### src/sv/nlt_pkg.sv
package nlt_pkg;

   // link states
   localparam logic [1:0] ST_NONE = 2'd0;
   localparam logic [1:0] ST_ASYM = 2'd1;
   localparam logic [1:0] ST_SYM  = 2'd2;

   // result status codes
   localparam logic [2:0] RS_UPDATED  = 3'd0;
   localparam logic [2:0] RS_WEAK_NEW = 3'd1;
   localparam logic [2:0] RS_FULL     = 3'd2;
   localparam logic [2:0] RS_DROPPED  = 3'd3;
   localparam logic [2:0] RS_EXPIRY   = 3'd4;
   localparam logic [2:0] RS_TICK     = 3'd5;

   localparam logic [12:0] SUM_MAX = 13'd8191;

   // register indexes
   localparam logic REG_DROP  = 1'b0;
   localparam logic REG_ADMIT = 1'b1;

   // controller to datapath
   typedef struct packed {
      logic load;      // latch the input item, start the scan
      logic scan;      // examine the slot at the scan pointer
      logic commit;    // apply the hello decision
      logic emit;      // load the output register
      logic emit_tick; // emit the closing tick result
   } cmd_type;

   // datapath to controller
   typedef struct packed {
      logic is_tick;
      logic scan_last;    // pointer at the final slot
      logic tick_change;  // slot under scan changes on this tick
      logic hello_found;  // known sender seen at the scan pointer
      logic out_busy;     // output register still holds an item
   } sts_type;

   // wrap-safe validity check
   function automatic logic still_valid(input logic [31:0] dl, input logic [31:0] t);
      logic [31:0] d;
      d = dl - t;
      return ~d[31];
   endfunction

endpackage

### src/sv/neighbor_link_table_core.sv
// neighbor link sensing table
// req_ channel: one item per hello (req_tuser 0) or expiry tick (req_tuser 1).
// rsp_ channel: a hello gives one result; a tick gives one expiry-change
//   result per changed slot in slot order, then a tick-done result.
//   rsp_tlast marks the final result of each item.
// csr_ port: register 0 drop threshold at 0x0, register 1 admit threshold
//   at 0x4; write only while idle.
// operation: a hello scans slots one per cycle until the sender is found
//   (at most TABLE_ENTRIES slots), then commits the decision and reports;
//   a tick scans all slots and reports each change as it is found.
//   Only one item is in flight at a time: the next item is taken once the
//   final result is loaded into the output register.
// reset clears all slot states to none, the sticky change flag and both
//   thresholds. A stalled receiver holds the output register and the scan
//   waits at the next change or final result.
module neighbor_link_table_core
   import nlt_pkg::*;
#(
   parameter int TABLE_ENTRIES  = 32,
   parameter int ENERGY_CLASSES = 4,
   parameter int ADDR_BITS      = 16
) (
   input  logic        clock,
   input  logic        reset,
   input  logic        req_tvalid,
   output logic        req_tready,
   // now[31:0], neighbor_addr, link_power, validity_ticks, heard_state,
   // one_hop_count, energy_level; zero fill
   input  logic [8*((90+ADDR_BITS+7)/8)-1:0] req_tdata,
   input  logic        req_tuser,   // req_type
   output logic        rsp_tvalid,
   input  logic        rsp_tready,
   // status, slot index, slot address, prior link state, next link state,
   // changed, two-hop sum, sticky change flag; zero fill
   output logic [8*((27+ADDR_BITS+7)/8)-1:0] rsp_tdata,
   output logic        rsp_tlast,
   input  logic        csr_psel,
   input  logic        csr_penable,
   input  logic        csr_pwrite,
   input  logic [2:0]  csr_paddr,
   input  logic [31:0] csr_pwdata,
   output logic [31:0] csr_prdata,
   output logic        csr_pready
);

   localparam int A = ADDR_BITS;
   localparam int RW = 8*((27+A+7)/8);

   logic [7:0] drop_ff, admit_ff;
   assign csr_pready = 1'b1;

   // register file
   always_ff @(posedge clock) begin
      if (reset) begin
         drop_ff <= '0; admit_ff <= '0;
      end else if (csr_psel && csr_penable && csr_pwrite && csr_paddr[1:0] == 2'd0
                   && csr_paddr[2] == REG_DROP) begin
         drop_ff <= csr_pwdata[7:0];
      end else if (csr_psel && csr_penable && csr_pwrite && csr_paddr[1:0] == 2'd0
                   && csr_paddr[2] == REG_ADMIT) begin
         admit_ff <= csr_pwdata[7:0];
      end
   end
   assign csr_prdata = (csr_paddr[2] == REG_DROP) ? {24'd0, drop_ff} : {24'd0, admit_ff};

   cmd_type cmd;
   sts_type sts;
   logic [2:0] o_status; logic [4:0] o_idx; logic [A-1:0] o_addr;
   logic [1:0] o_old, o_new; logic o_chg, o_sticky; logic [12:0] o_sum;

   nlt_ctrl u_ctrl (
      .clock, .reset,
      .in_fire (req_tvalid && req_tready),
      .in_ready(req_tready),
      .sts, .cmd
   );

   nlt_dp #(
      .TABLE_ENTRIES(TABLE_ENTRIES), .ENERGY_CLASSES(ENERGY_CLASSES), .ADDR_BITS(ADDR_BITS)
   ) u_dp (
      .clock, .reset, .cmd, .sts,
      .drop_thr(drop_ff), .admit_thr(admit_ff),
      .in_type(req_tuser),
      .in_now(req_tdata[31:0]),
      .in_addr(req_tdata[32 +: A]),
      .in_power(req_tdata[32+A +: 8]),
      .in_validity(req_tdata[40+A +: 32]),
      .in_heard(req_tdata[72+A +: 2]),
      .in_one_hop(req_tdata[74+A +: 8]),
      .in_energy(req_tdata[82+A +: 8]),
      .out_valid(rsp_tvalid), .out_ready(rsp_tready),
      .out_status(o_status), .out_index(o_idx), .out_addr(o_addr),
      .out_old(o_old), .out_new(o_new), .out_changed(o_chg),
      .out_sum(o_sum), .out_sticky(o_sticky), .out_last(rsp_tlast)
   );

   assign rsp_tdata = RW'({o_sticky, o_sum, o_chg, o_new, o_old, o_addr, o_idx, o_status});

endmodule

### src/sv/nlt_ctrl.sv
module nlt_ctrl
   import nlt_pkg::*;
(
   input  logic    clock,
   input  logic    reset,
   input  logic    in_fire,
   output logic    in_ready,
   input  sts_type sts,
   output cmd_type cmd
);

   localparam logic [2:0] S_IDLE   = 3'd0;
   localparam logic [2:0] S_SCAN   = 3'd1;
   localparam logic [2:0] S_CHANGE = 3'd2;
   localparam logic [2:0] S_COMMIT = 3'd3;
   localparam logic [2:0] S_HEMIT  = 3'd4;
   localparam logic [2:0] S_TEMIT  = 3'd5;

   logic [2:0] state_ff, state_in;

   // next state and commands
   always_comb begin
      state_in = state_ff;
      cmd      = '0;
      in_ready = (state_ff == S_IDLE);
      unique case (state_ff)
         S_IDLE: begin
            if (in_fire) begin
               cmd.load = 1'b1;
               state_in = S_SCAN;
            end
         end
         S_SCAN: begin
            if (sts.is_tick && sts.tick_change) begin
               state_in = S_CHANGE;
            end else begin
               cmd.scan = 1'b1;
               if (!sts.is_tick && sts.hello_found) state_in = S_COMMIT;
               else if (sts.scan_last)
                  state_in = sts.is_tick ? S_TEMIT : S_COMMIT;
            end
         end
         S_CHANGE: begin
            // report the expiry and apply it, then move on
            if (!sts.out_busy) begin
               cmd.scan = 1'b1;
               cmd.emit = 1'b1;
               state_in = sts.scan_last ? S_TEMIT : S_SCAN;
            end
         end
         S_COMMIT: begin
            cmd.commit = 1'b1;
            state_in   = S_HEMIT;
         end
         S_HEMIT: begin
            if (!sts.out_busy) begin
               cmd.emit = 1'b1;
               state_in = S_IDLE;
            end
         end
         S_TEMIT: begin
            if (!sts.out_busy) begin
               cmd.emit      = 1'b1;
               cmd.emit_tick = 1'b1;
               state_in      = S_IDLE;
            end
         end
         default: state_in = S_IDLE;
      endcase
   end

   always_ff @(posedge clock) begin
      if (reset) state_ff <= S_IDLE;
      else       state_ff <= state_in;
   end

endmodule

### src/sv/nlt_dp.sv
module nlt_dp
   import nlt_pkg::*;
#(
   parameter int TABLE_ENTRIES  = 32,
   parameter int ENERGY_CLASSES = 4,
   parameter int ADDR_BITS      = 16
) (
   input  logic                 clock,
   input  logic                 reset,
   input  cmd_type              cmd,
   output sts_type              sts,
   input  logic [7:0]           drop_thr,
   input  logic [7:0]           admit_thr,
   input  logic                 in_type,
   input  logic [31:0]          in_now,
   input  logic [ADDR_BITS-1:0] in_addr,
   input  logic [7:0]           in_power,
   input  logic [31:0]          in_validity,
   input  logic [1:0]           in_heard,
   input  logic [7:0]           in_one_hop,
   input  logic [7:0]           in_energy,
   output logic                 out_valid,
   input  logic                 out_ready,
   output logic [2:0]           out_status,
   output logic [4:0]           out_index,
   output logic [ADDR_BITS-1:0] out_addr,
   output logic [1:0]           out_old,
   output logic [1:0]           out_new,
   output logic                 out_changed,
   output logic [12:0]          out_sum,
   output logic                 out_sticky,
   output logic                 out_last
);

   localparam int IW = $clog2(TABLE_ENTRIES);
   localparam int EW = (ENERGY_CLASSES > 1) ? $clog2(ENERGY_CLASSES) : 1;
   localparam logic [IW-1:0] LAST_IDX = IW'(TABLE_ENTRIES - 1);
   localparam int SW = (IW + 8 > 14) ? IW + 8 : 14;

   // slot states have reset values: flip-flops
   logic [1:0]           state_ff [TABLE_ENTRIES];
   // payload stores: memories, undefined until written
   logic [ADDR_BITS-1:0] addr_mem [TABLE_ENTRIES];
   logic [31:0]          sym_mem  [TABLE_ENTRIES];
   logic [31:0]          asym_mem [TABLE_ENTRIES];
   logic [7:0]           hop_mem  [TABLE_ENTRIES];
   logic [EW-1:0]        nrg_mem  [TABLE_ENTRIES];

   logic                 typ_ff;
   logic [31:0]          now_ff;
   logic [ADDR_BITS-1:0] adr_ff;
   logic [7:0]           pwr_ff, hop_ff, nrg_ff;
   logic [31:0]          val_ff;
   logic [1:0]           heard_ff;
   logic [IW-1:0]        ptr_ff;
   logic                 found_ff, free_ok_ff;
   logic [IW-1:0]        hit_ff, free_ff;
   logic                 sticky_ff;

   // scan read of the slot at the pointer
   logic [1:0]  cur_st;
   logic [31:0] cur_sym, cur_asym;
   logic [ADDR_BITS-1:0] cur_adr;
   logic [1:0]  tick_new;
   assign cur_st   = state_ff[ptr_ff];
   assign cur_sym  = sym_mem[ptr_ff];
   assign cur_asym = asym_mem[ptr_ff];
   assign cur_adr  = addr_mem[ptr_ff];
   assign tick_new = still_valid(cur_sym, now_ff) ? ST_SYM :
                     (still_valid(cur_asym, now_ff) ? ST_ASYM : ST_NONE);

   logic hit_now;
   assign hit_now = (cur_st != ST_NONE) && (cur_adr == adr_ff);

   assign sts.is_tick     = typ_ff;
   assign sts.scan_last   = (ptr_ff == LAST_IDX);
   assign sts.tick_change = (cur_st != ST_NONE) && (tick_new != cur_st);
   assign sts.hello_found = hit_now;
   assign sts.out_busy    = out_valid && !out_ready;

   // hello decision over the chosen slot
   logic [IW-1:0] e_idx;
   logic          e_ok, weak_new, full, drop;
   logic [1:0]    e_old, e_new;
   logic [31:0]   dl_new, e_sym, e_asym, minus1;
   logic [EW-1:0] nrg_c;
   assign e_idx    = found_ff ? hit_ff : free_ff;
   assign weak_new = !found_ff && (pwr_ff < admit_thr);
   assign full     = !found_ff && !weak_new && !free_ok_ff;
   assign e_ok     = !weak_new && !full;
   assign e_old    = found_ff ? state_ff[hit_ff] : ST_NONE;
   assign drop     = pwr_ff < drop_thr;
   assign dl_new   = now_ff + val_ff;
   assign minus1   = now_ff - 32'd1;
   assign e_asym   = dl_new;
   assign e_sym    = (heard_ff == ST_ASYM || heard_ff == ST_SYM) ? dl_new :
                     (found_ff ? sym_mem[hit_ff] : minus1);
   assign e_new    = still_valid(e_sym, now_ff) ? ST_SYM :
                     (still_valid(e_asym, now_ff) ? ST_ASYM : ST_NONE);
   assign nrg_c    = (nrg_ff >= 8'(ENERGY_CLASSES)) ? EW'(ENERGY_CLASSES - 1) : EW'(nrg_ff);

   // held hello result
   logic [2:0] h_status;
   logic [1:0] h_new;
   always_comb begin
      if (weak_new)  h_status = RS_WEAK_NEW;
      else if (full) h_status = RS_FULL;
      else if (drop) h_status = RS_DROPPED;
      else           h_status = RS_UPDATED;
      h_new = (e_ok && !drop) ? e_new : ST_NONE;
   end
   logic [2:0] hr_status_ff;
   logic [IW-1:0] hr_idx_ff;
   logic [1:0] hr_old_ff, hr_new_ff;
   logic hr_chg_ff;

   // running two-hop total, adjusted at every slot state change
   logic [SW-1:0] sum_raw_ff, sum_nxt, old_part, new_part;
   logic [12:0]   sum_sat;
   logic [7:0]    cur_hop;
   assign cur_hop = hop_mem[ptr_ff];
   always_comb begin
      old_part = '0;
      new_part = '0;
      if (cmd.scan && typ_ff && sts.tick_change) begin
         if (cur_st == ST_SYM) old_part = SW'(cur_hop);
         if (tick_new == ST_SYM) new_part = SW'(cur_hop);
      end else if (cmd.commit && e_ok) begin
         if (e_old == ST_SYM) old_part = SW'(hop_mem[e_idx]);
         if (h_new == ST_SYM) new_part = SW'(hop_ff);
      end
      sum_nxt = sum_raw_ff - old_part + new_part;
      sum_sat = (sum_nxt > SW'(SUM_MAX)) ? SUM_MAX : sum_nxt[12:0];
   end

   always_ff @(posedge clock) begin
      if (cmd.load) begin
         typ_ff <= in_type; now_ff <= in_now; adr_ff <= in_addr;
         pwr_ff <= in_power; val_ff <= in_validity; heard_ff <= in_heard;
         hop_ff <= in_one_hop; nrg_ff <= in_energy;
      end
      // payload writes
      if (cmd.commit && e_ok) begin
         if (!found_ff) addr_mem[e_idx] <= adr_ff;
         if (drop) begin
            sym_mem[e_idx]  <= minus1;
            asym_mem[e_idx] <= minus1;
         end else begin
            sym_mem[e_idx]  <= e_sym;
            asym_mem[e_idx] <= e_asym;
            hop_mem[e_idx]  <= hop_ff;
            nrg_mem[e_idx]  <= nrg_c;
         end
      end
      if (cmd.commit) begin
         hr_status_ff <= h_status;
         hr_idx_ff    <= e_ok ? e_idx : '0;
         hr_old_ff    <= e_ok ? e_old : ST_NONE;
         hr_new_ff    <= h_new;
         hr_chg_ff    <= e_ok && (h_new != e_old);
      end
   end

   // control registers and slot states
   always_ff @(posedge clock) begin
      if (reset) begin
         for (int i = 0; i < TABLE_ENTRIES; i++) state_ff[i] <= ST_NONE;
         sticky_ff <= 1'b0;
         ptr_ff <= '0; found_ff <= 1'b0; free_ok_ff <= 1'b0;
         hit_ff <= '0; free_ff <= '0;
         sum_raw_ff <= '0;
         out_valid <= 1'b0;
      end else begin
         if (cmd.load) begin
            ptr_ff <= '0; found_ff <= 1'b0; free_ok_ff <= 1'b0;
         end
         if (cmd.scan) begin
            if (typ_ff) begin
               if (cur_st != ST_NONE && tick_new != cur_st) begin
                  state_ff[ptr_ff] <= tick_new;
                  sticky_ff <= 1'b1;
               end
            end else begin
               if (hit_now) begin
                  found_ff <= 1'b1; hit_ff <= ptr_ff;
               end
               if (!free_ok_ff && cur_st == ST_NONE) begin
                  free_ok_ff <= 1'b1; free_ff <= ptr_ff;
               end
            end
            if (!sts.scan_last) ptr_ff <= ptr_ff + 1'b1;
         end
         if (cmd.commit && e_ok) begin
            state_ff[e_idx] <= h_new;
            if (drop || h_new != e_old) sticky_ff <= 1'b1;
         end
         sum_raw_ff <= sum_nxt;
         if (cmd.emit) out_valid <= 1'b1;
         else if (out_valid && out_ready) out_valid <= 1'b0;
      end
   end

   // output register
   always_ff @(posedge clock) begin
      if (cmd.emit) begin
         out_sum <= sum_sat;
         if (cmd.emit_tick) begin
            out_status <= RS_TICK; out_index <= '0; out_addr <= '0;
            out_old <= ST_NONE; out_new <= ST_NONE; out_changed <= 1'b0;
            out_last <= 1'b1; out_sticky <= sticky_ff;
         end else if (typ_ff) begin
            out_status <= RS_EXPIRY; out_index <= 5'(ptr_ff); out_addr <= cur_adr;
            out_old <= cur_st; out_new <= tick_new; out_changed <= 1'b1;
            out_last <= 1'b0; out_sticky <= 1'b1;
         end else begin
            out_status <= hr_status_ff; out_index <= 5'(hr_idx_ff);
            out_addr <= (hr_status_ff == RS_WEAK_NEW || hr_status_ff == RS_FULL) ?
                        adr_ff : addr_mem[hr_idx_ff];
            out_old <= hr_old_ff; out_new <= hr_new_ff; out_changed <= hr_chg_ff;
            out_last <= 1'b1; out_sticky <= sticky_ff;
         end
      end
   end

endmodule

### config.mk
export PLATFORM = sky130hd
export DESIGN_NAME = neighbor_link_table_core
export DESIGN_NICKNAME = d
export VERILOG_FILES = /design/src/sv/nlt_pkg.sv /design/src/sv/neighbor_link_table_core.sv /design/src/sv/nlt_ctrl.sv /design/src/sv/nlt_dp.sv
export SDC_FILE = /design/constraint.sdc
export NUM_CORES = 2
export LEC_CHECK = 0
export BUFFER_PORTS_ARGS = -buffer_cell sky130_fd_sc_hd__buf_4
export CORE_MARGIN = 1.5
export CORE_UTILIZATION = 30
export CTS_CLUSTER_SIZE = 28
export DETAILED_ROUTE_END_ITERATION = 10
export PLACE_DENSITY_LB_ADDON = 0.2
export SYNTH_ARGS = -nofsm -noshare
export SYNTH_HDL_FRONTEND = slang
export SYNTH_SLANG_ARGS = --single-unit
export TNS_END_PERCENT = 1
### constraint.sdc
create_clock -name clock -period 27.9 [get_ports clock]
set_input_delay 8.37 -clock clock [delete_from_list [all_inputs] [get_ports clock]]
set_output_delay 8.37 -clock clock [all_outputs]
set_load 0.01 [all_outputs]
# Word-level counts from Yosys, hierarchy flattened
# Memories as Yosys holds them, arrays and structs flattened. A register that Yosys moved wholly into a read port is not among the register bits.
# Index checks and enable logic that the tools add are counted.
# op_classes
n_addsub,9
n_mul,0
div,0
order_cmp,3
eq_ne,21
shifts,0
n_mux,104
n_bitwise,5
n_reduce_logical,46
# op_table
cell,n
two-way mux 32 bit,4
subtractor 32 bit,4
two-way mux 5 bit,18
two-way mux 14 bit,4
two-way mux 1 bit,49
two-way mux 8 bit,5
adder 32 bit,1
two-way mux 16 bit,2
"subtractor 32 x 1 -> 32 bit, second input constant",1
two-way mux 3 bit,8
logical AND 1 bit,22
two-way mux 2 bit,11
== test 16 bit,1
< comparator 8 bit,2
case mux 3 bit (5 select lines),1
adder 14 bit,1
"greater-than comparator 14 x 13 -> 1 bit, second input constant",1
subtractor 14 bit,1
"== test 2 bit, second input constant",6
OR reduction 2 bit,5
zero test 1 bit,7
"== test 3 x 2 -> 1 bit, second input constant",2
"== test 3 bit, second input constant",2
AND reduction 3 bit,2
17 further kinds,28
# totals
regBits,207
latch_bits,0
ramBits,2880
mem_bits_ro,0
inputBits,155
out_inout_bits,84
wordCells,226
memories,5
# mem_list
name,words,width,rd,rd_ports_with_merged_regs,wr,line,text
u_dp.asym_mem,32,32,1,1,1,nlt_dp.sv:45,logic [31:0] asym_mem [TABLE_ENTRIES];
u_dp.sym_mem,32,32,2,2,1,nlt_dp.sv:44,logic [31:0] sym_mem [TABLE_ENTRIES];
u_dp.addr_mem,32,16,2,2,1,nlt_dp.sv:43,logic [ADDR_BITS-1:0] addr_mem [TABLE_ENTRIES];
u_dp.hop_mem,32,8,2,1,1,nlt_dp.sv:46,logic [7:0] hop_mem [TABLE_ENTRIES];
u_dp.state_ff,32,2,2,2,32,nlt_dp.sv:41,logic [1:0] state_ff [TABLE_ENTRIES];

# Logic depth before layout (Yosys ltp)
# logic_depth
depth_word,15
mapped_depth,45
ltp_nobuf,40

# Modules after synthesis
# Synthesis repeated with hierarchy kept, for this count alone.
# unflattened
hier_cells,7387
area_unflattened_um2,139837.9
# by_module_without_submodules
mod,n_inst,cells_each,area_each_um2,seq_area_each_um2
nlt_dp,1,7229,138431.5,91998.2
neighbor_link_table_core,1,118,1116.1,320.3
nlt_ctrl,1,40,290.3,60.1

# Least setup slack after synthesis
# OpenSTA, ideal clock, no wires.
# synth_path
path_kind,in2out
from,input csr_paddr[2]
to,output csr_prdata[4]
arrival_ps,9042
t_required_ps,19530
path_slack_ps,10488
stages,4
path_buffers,2
path_cell_list,clkbuf_1 -> clkbuf_1 -> nand2_1 -> o21ai_0
# synth_between
elab_chain_len,1
# synth_rtl
element,line,text
start: declaration,neighbor_link_table_core.sv:40,"input logic [2:0] csr_paddr,"
two-way mux 8 bit,neighbor_link_table_core.sv:64,"assign csr_prdata = (csr_paddr[2] == REG_DROP) ? {24'd0, drop_ff} : {24'd0, admit_ff};"
end: declaration,neighbor_link_table_core.sv:42,"output logic [31:0] csr_prdata,"
# Every way passes these cells.

# Worst setup path after layout
# layout_path
from,input csr_paddr[2]
to,output csr_prdata[0]
# Same word-level chain as after synthesis.

==> flow_summary.json <==
{
  "status": "completed",
  "nets": 8221,
  "port_buffers": 170,
  "crit_chain": "buf_4 > mux2_2 > buf_4",
  "cp.required_ns": 19.53,
  "antenna_left": 0,
  "initialDrtViolationCount": 9087,
  "synth_edf_count": 3035,
  "wire_per_inst_microns": 32.88,
  "finalSetupViolCount": 0,
  "netlist_instances": 7533,
  "power.leakage_nw": 49.97,
  "die_w_microns": 688.5,
  "grt_first_pass_wirelength_microns": 650900,
  "crit_family": "multiplexers",
  "critPathBufInv": 2,
  "syn_area_per_cell_sq_um": 18.71,
  "vias": 79740,
  "finalWirelength_microns": 472600,
  "seqPwrFrac_pct": 43.3,
  "avgViaCountPerCell": 5.548,
  "p_per_area_mw_per_mm2": 79.79,
  "timing.fmax_mhz": 57.41,
  "cp-end-kind": "output port",
  "rsz0062_at_grt": "no",
  "vdd.ir_drop.worst_v": 0.00004939,
  "tritoncts": "yes",
  "mappedNetlistArea_sq_mm": 0.1410,
  "grt_max_degree": 129,
  "io_pins": 239,
  "ys_seq_elements": 3097,
  "fillers": 43670,
  "hold_class": "reg -> reg",
  "layout_common_cells": "edfxtp_1 (3035), mux4_2 (1319), nand2_1 (564)",
  "worst_ep_arrival_time_ns": 9.05,
  "cts_buffers": 350,
  "path_max_fanout": 17,
  "area.growth.synth_to_final_pct": 15.10,
  "grt_usage_pct": 19.52,
  "antenna_found_initial": 20,
  "fin_area_sq_mm": 0.1623,
  "final_common_cell": "edfxtp_1",
  "total_power_mw": 12.95,
  "synth-seq-area-share_pct": 65.53,
  "post-cts-setup-buffer-count": 0,
  "fin_skew_ns": 0.04592,
  "p_switching_mw": 3.761,
  "post_dp_cell_area_sq_mm": 0.1510,
  "htree_levels": 5,
  "async_flop_share_pct": 0,
  "routabilityCongestion": 0.8388,
  "ys.warnings.count": 0,
  "cts-resized-gates": 0,
  "pwr-share-comb_pct": 21.3,
  "slew_violations": 0,
  "fp-row-count": 251,
  "layout-drive-gt1-share_pct": 30.56,
  "synth_flop_cell": "edfxtp_1",
  "critical_path_class": "in -> out",
  "worst_pin_slew_ns": 1.462,
  "maxSlewHeadroom_pct": 2.127,
  "slowest_stage": "mux2_2",
  "max_stage_delay_ns": 0.35,
  "ctsHoldBuffers": 0,
  "finalSetupTns_ns": 0,
  "clk_pin_slew_ns": 0.06,
  "internal-power_mw": 9.186,
  "fin_crit_sh_pct": 62.43,
  "cts_root_buf": "clkbuf_16",
  "drc": 0,
  "initial_core_util_pct": 30.15,
  "synth.distinct_cells": 91,
  "clockBufferDepth": 4,
  "clkPwrFrac_pct": 35.4,
  "crit_path_start_kind": "primary input",
  "swShare_pct": 29.05,
  "hpwl_microns": 269800,
  "hold_viol": 0,
  "globalRouteOverflowTotal": 0,
  "cap_violations": 0,
  "fin_crit_ns": 17.42,
  "grt_pass1_vias": 80700,
  "crit_top_cell": "buf_4",
  "die-area_sq_mm": 0.4740,
  "die_h_microns": 688.5,
  "clock-sinks": 3097,
  "insertion_delay_ns": 0.99,
  "firstDrtPassIters": 5,
  "coreArea_sq_mm": 0.4676
}
## sequential cells by signal (all words and copies together) (netlist names), 8 cells and up, named ones only
| name | count |
|---|---|
| u_dp.state_ff | 64 |
| u_dp.hop_ff | 8 |
| u_dp.out_sum | 13 |
| u_dp.addr_mem | 512 |
| u_dp.adr_ff | 16 |
| admit_ff | 8 |
| u_dp.now_ff | 32 |
| u_dp.sum_raw_ff | 14 |
| u_dp.pwr_ff | 8 |
| drop_ff | 8 |
| u_dp.sym_mem | 1024 |
| u_dp.hop_mem | 256 |
| u_dp.val_ff | 32 |
| u_dp.asym_mem | 1024 |
| u_dp.out_addr | 16 |
## routing by layer
layer | global-route usage [%] | share of wire, % | wire length [microns] | vias up
met1 | 27.54 | 43 | 202300 | 43650
met4 | 4.797 | 2.5 | 11990 | 10
li1 | - | - | - | 32070
met2 | 30.72 | 46 | 219100 | 3390
met3 | 4.198 | 8.3 | 39140 | 610
met5 | 0 | 0.012 | 56 | -
## tightest hold or removal path, delay by kind of cell (launching register included)
kind	cells	cell delay [ns]
flops	1	0.35
simple gates	2	0.11
## final cells by class
cell class	count	area, sq um	share of cell area, %
well taps	6198	7755	4.779
diodes	14	35.03	0.02159
repair buffers	473	3809	2.347
clock buffers	440	9264	5.709
multi-input cells	3825	46600	28.72
flip-flops and latches	3097	92430	56.96
clock inverters	197	1886	1.162
inverters	127	489.2	0.3015
## final timing paths
path | from | endpoint | slack, ns | cells past startpoint
worst max-delay path | csr_paddr[2] | csr_prdata[0] | 10.48 | 3
worst min-delay path | u_dp.hr_idx_ff[3] | flop | 0.50 | 2
worst min register to register | u_dp.hr_idx_ff[3] | flop | 0.50 | 2
worst max register to register | u_dp.ptr_ff[0] | u_dp.out_sum[0] | 14.65 | 32
## cells by family after synthesis
| group | count (synthesis) | share of synthesized area, % |
|---|---|---|
| flip-flops | 3097 | 65.53 |
| adder cells (fa/ha/maj) | 192 | 1.752 |
| other | 2 | 0.005327 |
| multiplexers | 1539 | 22.97 |
| AND/OR/NAND/NOR | 1342 | 4.261 |
| AO/OA/AOI/OAI | 627 | 2.901 |
| buffers and inverters | 639 | 1.993 |
| XOR/XNOR | 95 | 0.5902 |
## Yosys cell counts, drive strengths merged (5+ instances only)
master | n | share of area [%]
a2111oi | 10 | 0.062
a211o | 5 | 0.031
a211oi | 33 | 0.18
a21o | 49 | 0.26
a21oi | 149 | 0.53
a22oi | 35 | 0.19
a31oi | 45 | 0.20
a32o | 6 | 0.043
and2 | 19 | 0.084
and3 | 51 | 0.23
buf | 215 | 0.86
clkbuf | 297 | 0.79
dfxtp | 62 | 0.88
edfxtp | 3035 | 65
fa | 9 | 0.13
ha | 183 | 1.6
inv | 124 | 0.33
mux2 | 41 | 0.33
mux2i | 155 | 1.1
mux4 | 1343 | 22
nand2 | 569 | 1.5
nand2b | 28 | 0.12
nand3 | 100 | 0.36
nand3b | 7 | 0.037
nand4 | 35 | 0.16
nor2 | 290 | 0.77
nor2b | 25 | 0.11
nor3 | 136 | 0.49
nor4 | 37 | 0.16
o2111ai | 6 | 0.037
o211ai | 21 | 0.11
o21a | 29 | 0.15
o21ai | 125 | 0.45
o21bai | 12 | 0.067
o22ai | 38 | 0.17
o31ai | 9 | 0.051
or2 | 17 | 0.075
or3 | 8 | 0.036
or4 | 8 | 0.043
xnor2 | 69 | 0.43
xor2 | 26 | 0.16
## metrics by stage
stage               setup slack [ns]  hold slack [ns]  util [%]  instances
finish                         10.48           0.4993     34.70      14370
global route                   10.46           0.5269     34.69      14360
CTS                            10.49           0.4982     34.68      14360
detailed placement             10.49           0.4783     32.30      13720
global placement               10.49           0.4762     32.30      13720
floorplan                      10.49           0.4407         -       7561
## power by group through the flow
stage          Clock [mW]  Sequential (mW)  Combinational (mW)
3_5_place_dp            0             5.70                2.76
2_1_floorplan           0             5.66                1.82
6_report             4.58             5.60                2.76
3_3_place_gp            0             5.70                2.73
5_1_grt              4.84             5.61                2.98
4_1_cts              4.68             5.60                2.77
Power figures use the tool's default switching activity.
